**config.mk**
```make
export PLATFORM = sky130hd
export DESIGN_NAME = cpp_div_cell
export DESIGN_NICKNAME = d
export VERILOG_FILES = /design/src/rtl/core/cpp_pkg.sv /design/src/rtl/core/cpp_div_cell.sv
export SDC_FILE = /design/constraint.sdc
export NUM_CORES = 1
export LEC_CHECK = 0
export ABC_AREA = 0
export ABC_CLOCK_PERIOD_IN_PS = 7600
export BUFFER_PORTS_ARGS = -buffer_cell sky130_fd_sc_hd__buf_2
export CAP_MARGIN = 30
export CORE_AREA = 2 2 306 308
export DETAILED_ROUTE_END_ITERATION = 8
export DIE_AREA = 0 0 308 310
export MAX_ROUTING_LAYER = met4
export SETUP_SLACK_MARGIN = 0.02
export SLEW_MARGIN = 20
export SYNTH_ARGS = -nofsm -noshare
export SYNTH_HDL_FRONTEND = slang
export SYNTH_SLANG_ARGS = --single-unit
```
**constraint.sdc**
```tcl
create_clock -name clk -period 7.6 [get_ports clk]
set_input_delay 1.52 -clock clk [delete_from_list [all_inputs] [get_ports clk]]
set_output_delay 1.52 -clock clk [all_outputs]
set_load 0.05 [all_outputs]
```
**src/rtl/core/cpp_pkg.sv**
```systemverilog
// Shared widths, register codes and pipeline payload types for the capsule point unit.
`default_nettype none
package cpp_pkg;

  localparam int CW = 32;
  localparam int NW = 2 * CW;
  localparam int SPACE_DIMS = 3;
  localparam int NLANE = 3;

  localparam logic [CW-2:0] LEN_RESET = '0;
  localparam logic [CW-2:0] RAD_RESET = (CW-1)'(65536);

  typedef enum logic [0:0] {
    REG_HALF_LENGTH = 1'b0,
    REG_CAP_RADIUS  = 1'b1
  } reg_idx_t;

  typedef struct packed {
    logic signed [CW-1:0] x;
    logic signed [CW:0]   cx;
    logic                 neg_x;
    logic                 neg_y;
    logic                 neg_z;
    logic                 cap;
    logic                 axis;
    logic                 ins;
    logic                 fully;
  } ride_t;

  typedef struct packed {
    ride_t                     ride;
    logic [NLANE-1:0][NW-1:0]  num;
  } sq_pay_t;

  typedef struct packed {
    logic [CW-1:0] rem;
    logic [CW-1:0] q;
    logic [CW-1:0] low;
  } dlane_t;

endpackage
`default_nettype wire

```
**src/rtl/core/cpp_div_cell.sv**
```systemverilog
// One quotient bit of the three-lane divide chain.
`default_nettype none
module cpp_div_cell
  import cpp_pkg::*;
(
  input  wire logic               clk,
  input  wire logic               rst,
  input  wire logic               en,
  input  wire logic               up_v,
  input  wire logic [CW-1:0]      up_s,
  input  wire dlane_t [NLANE-1:0] up_lane,
  input  wire ride_t              up_ride,
  output logic                    dn_v,
  output logic [CW-1:0]           dn_s,
  output dlane_t [NLANE-1:0]      dn_lane,
  output ride_t                   dn_ride
);

  dlane_t [NLANE-1:0] nxt;
  logic   [CW:0]      sh;
  logic               ge;

  always_comb begin
    for (int i = 0; i < NLANE; i++) begin
      sh = {up_lane[i].rem, up_lane[i].low[CW-1]};
      ge = sh >= {1'b0, up_s};
      nxt[i].rem = ge ? CW'(sh - {1'b0, up_s}) : sh[CW-1:0];
      nxt[i].q   = {up_lane[i].q[CW-2:0], ge};
      nxt[i].low = {up_lane[i].low[CW-2:0], 1'b0};
    end
  end

  always_ff @(posedge clk) begin
    if (rst) begin
      dn_v <= 1'b0;
    end else if (en) begin
      dn_v <= up_v;
    end
  end

  always_ff @(posedge clk) begin
    if (en) begin
      dn_s    <= up_s;
      dn_lane <= nxt;
      dn_ride <= up_ride;
    end
  end

endmodule
`default_nettype wire

```
==> flow_summary.toml <==
[layout]
final_cell_mix = "buf_2, edfxtp_1, a21oi_1"
area_delta_synth_final_pct = 37.7
fraction_of_layout_instances_using_a_drive_strength_above_1_pct = 39.2
layout_commonest_cell = "buf_2"
finalNetCount = 2738

[route]
wl_per_cell_um = 28.7
drc = 0
drt_iter0_drc = 1139
wl_um = 101000
routed_via_density = 4.45
firstDrtPassIters = 5
dr_total_vias = 15600
drtAntennaViolNets = 0

[setup_path]
worst_setup_path_end_kind = "register"
worstPathRequired_ns = 7.98
r2r_start = "dn_v$_SDFFE_PP0P_"
critPathKind = "in2reg"
setup.worst_path.start = "up_s[1]"
worst_setup_path_start_kind = "primary input"
r2r.worst_path.cells = 2
critical_path_arrival_ns = 4.98
rr_endpoint = "dn_v$_SDFFE_PP0P_"
setup.reg_to_reg.worst_slack_ns = 7.02
crit_end = "dn_lane[179]$_DFFE_PP_"
crit_path_max_fanout = 44

[sta]
grt_setup_unrepaired = "false"
clock-skew-final_ns = 0
setup-tns-final_ns = 0
min_period_over_period_pct = 60.6
finalHoldViolations = 0
worst_slew_margin_rel_pct = 41.2
worst_hold_slack_ns = 0.498
worstMarginPinSlew_ns = 0.882
setup_viol_count_final = 0
fmax_ghz = 0.217
report.final.slew_viol_count = 0
final_period_minus_worst_setup_slack_ns = 4.60

[yosys]
synth.area.top_cells = "edfxtp_1, ha_1, a21oi_1, o21ai_0, nor2_1"
synth-compound-area-share_pct = 13.9
largest_family_of_logic_cells_by_synthesized_area = "compound AO/OA/AOI/OAI gates"
yosysTopAreaCellShare_pct = 63.2
synth-async-reset-ratio_pct = 0
synthesized_instance_count = 1453
yosys_register_bits = 390
synth_cell_types = 76
synth_warnings = 0
synth_edf_count = 389
area_fraction_in_and_or_nand_and_nor_cells_after_synthesis_pct = 8.76
syn-mean-instance-area_um2 = 12.7
yosys.area_share.xor_xnor_pct = 3.32
yosys.area.top_type = "edfxtp_1"
seq_area_frac_synth_pct = 63.3
syn-cell-area_um2 = 18500
multiplexer_share_of_the_synthesized_area_pct = 1.11
synth-adder-area-share_pct = 6.82
synth-main-ff-cell = "edfxtp_1"

[place]
gp_routability_congestion = 0.902
place.port_buffers = 782
detailedPlacementHpwl_um = 86300

[floorplanning]
floorplan.die_area_um2 = 95500
initial_core_utilization_pct = 20.0
ios = 789
coreArea_um2 = 92500
fp.dieH_um = 310
std_cell_rows = 112
die_width_um = 308

[power_and_ir_drop]
seqPwrFrac_pct = 38.5
power_leakage_nw = 10.8
power.share.clock_pct = 34.2
vdd.ir_drop.worst_mv = 0.160
power_dissipated_by_switching_net_loads_mw = 2.54
power_report.internal_total_mw = 4.45
power_switching_share_pct = 36.4
logic_gate_share_of_total_power_pct = 27.4
pwr_density_cell_nw_per_um2 = 275

[clock_network]
post-cts-setup-buffer-count = 0
cts.sinks = 390
cts-resized-gates = 0
cts-buffers-inserted = 51
tritoncts = "built"
root_buffer = "clkbuf_16"
cts_hold_repair.buffers = 0
cts_buffer_depth = 3
clk_pin_slew_ns = 0.06
h-tree-depth = 2
clk_latency_ns = 0.63

[global_routing]
overflow = 0
global_route_wire_length_before_repair_um = 128000
number_of_antenna_violations_at_the_first_check_in_global_routing = 149
global_route.usage.total_pct = 20.9
maximum_number_of_pins_on_one_net_before_global_route_repair = 147
first_global_vias = 14800

[status]
status = "complete, no violations"

[flow_run]
max_cap_viol_count = 0

[hold_path]
hold_path_class = "reg2reg"
## cells by family (layout without fill, tap and decap cells)
family,after synthesis,in the layout
buffers and inverters,121,949
and+or+nand+nor,350,350
other,1,36
muxes,17,17
adders and majority gates,99,99
AOI/OAI and AO/OA,405,405
xor gates and xnor gates,70,70
DFF,390,390
## critical path, stage by stage
cell and delay (ns):
buf_2 0.20, inv_1 0.14, ha_1 0.32, nand3b_1 0.10
a21oi_1 0.23, o31ai_2 0.20, o31ai_4 0.43, a21oi_1 0.19
o31ai_4 0.62, buf_4 0.53, nor2_1 0.07, a21oi_1 0.39
## sequential cells by signal (all words and copies together), names as in the netlist
signal	flops
dn_s	32
dn_ride	72
dn_lane	285
dn_v	1
## how the worst min path moves through the flow
| stage | slack, ns | start | to | cells after the start |
|---|---|---|---|---|
| final | 0.50 | dn_v$_SDFFE_PP0P_ | dn_v$_SDFFE_PP0P_ | 2 |
| after global routing | 0.59 | dn_v$_SDFFE_PP0P_ | dn_v$_SDFFE_PP0P_ | 2 |
| after CTS | 0.50 | dn_v$_SDFFE_PP0P_ | dn_v$_SDFFE_PP0P_ | 2 |
| after detailed placement | 0.49 | dn_v$_SDFFE_PP0P_ | dn_v$_SDFFE_PP0P_ | 2 |
| after global placement | 0.47 | dn_v$_SDFFE_PP0P_ | dn_v$_SDFFE_PP0P_ | 2 |
| after floorplan | 0.73 | dn_v$_SDFFE_PP0P_ | dn_v$_SDFFE_PP0P_ | 2 |
## cell usage after synthesis, types with 7 or more instances
cell and instances:
edfxtp_1 389, a21oi_1 126, nor2_1 109, nand2_1 106
o21ai_0 97, ha_1 96, inv_1 66, a21o_1 44
xnor2_1 39, xor2_1 31, clkbuf_1 30, nand4_1 23
nand3_1 22, nor3_1 20, a31oi_1 17, o21a_1 17
buf_2 15, nor2b_1 13, o21bai_1 13, nand2b_1 12
o31ai_1 11, and3_1 10, mux2_2 8, o31a_1 8
a41oi_1 7
## power groups by stage
stage / Combinational, mW / Clock [mW] / Sequential [mW]
finish: 1.91 / 2.39 / 2.69
global route: 2.03 / 2.53 / 2.71
CTS: 1.93 / 2.48 / 2.69
detailed placement: 1.92 / 0 / 2.73
global placement: 1.92 / 0 / 2.73
floorplan: 0.517 / 0 / 3.48
## routing by layer
layer | track usage (%) | routed length [µm] | part of all wire (%)
met1 | 20.0 | 33700 | 33
met2 | 39.9 | 54800 | 54
met3 | 6.70 | 9020 | 8.9
met4 | 5.58 | 3290 | 3.3
met5 | - | 0 | 0
## final cells by class
type                            instances  area (µm²)
Tap cell                             1197        1500
Sequential cell                       390       11700
Clock inverter                         32         314
Multi-Input combinational cell        944        6290
Antenna cell                           33        82.6
Timing Repair Buffer                  789        4010
Fill cell                            9775       67000
Inverter                               67         251
Clock buffer                           61        1310
## stage by stage
step / power, mW / area [µm²] / std cells / utilization [%] / setup WS, ns
finish: 6.99 / 25500 / 3513 / 27.5 / 3.00
global route: 7.27 / 25400 / 3504 / 27.5 / 2.71
CTS: 7.10 / 25400 / 3479 / 27.4 / 2.82
detailed placement: 4.66 / 23700 / 3386 / 25.7 / 2.11
global placement: 4.65 / 23700 / 3386 / 25.7 / 2.12
floorplan: 4.00 / 18500 / 1455 / - / 3.60
Power figures use the tool's default switching activity.
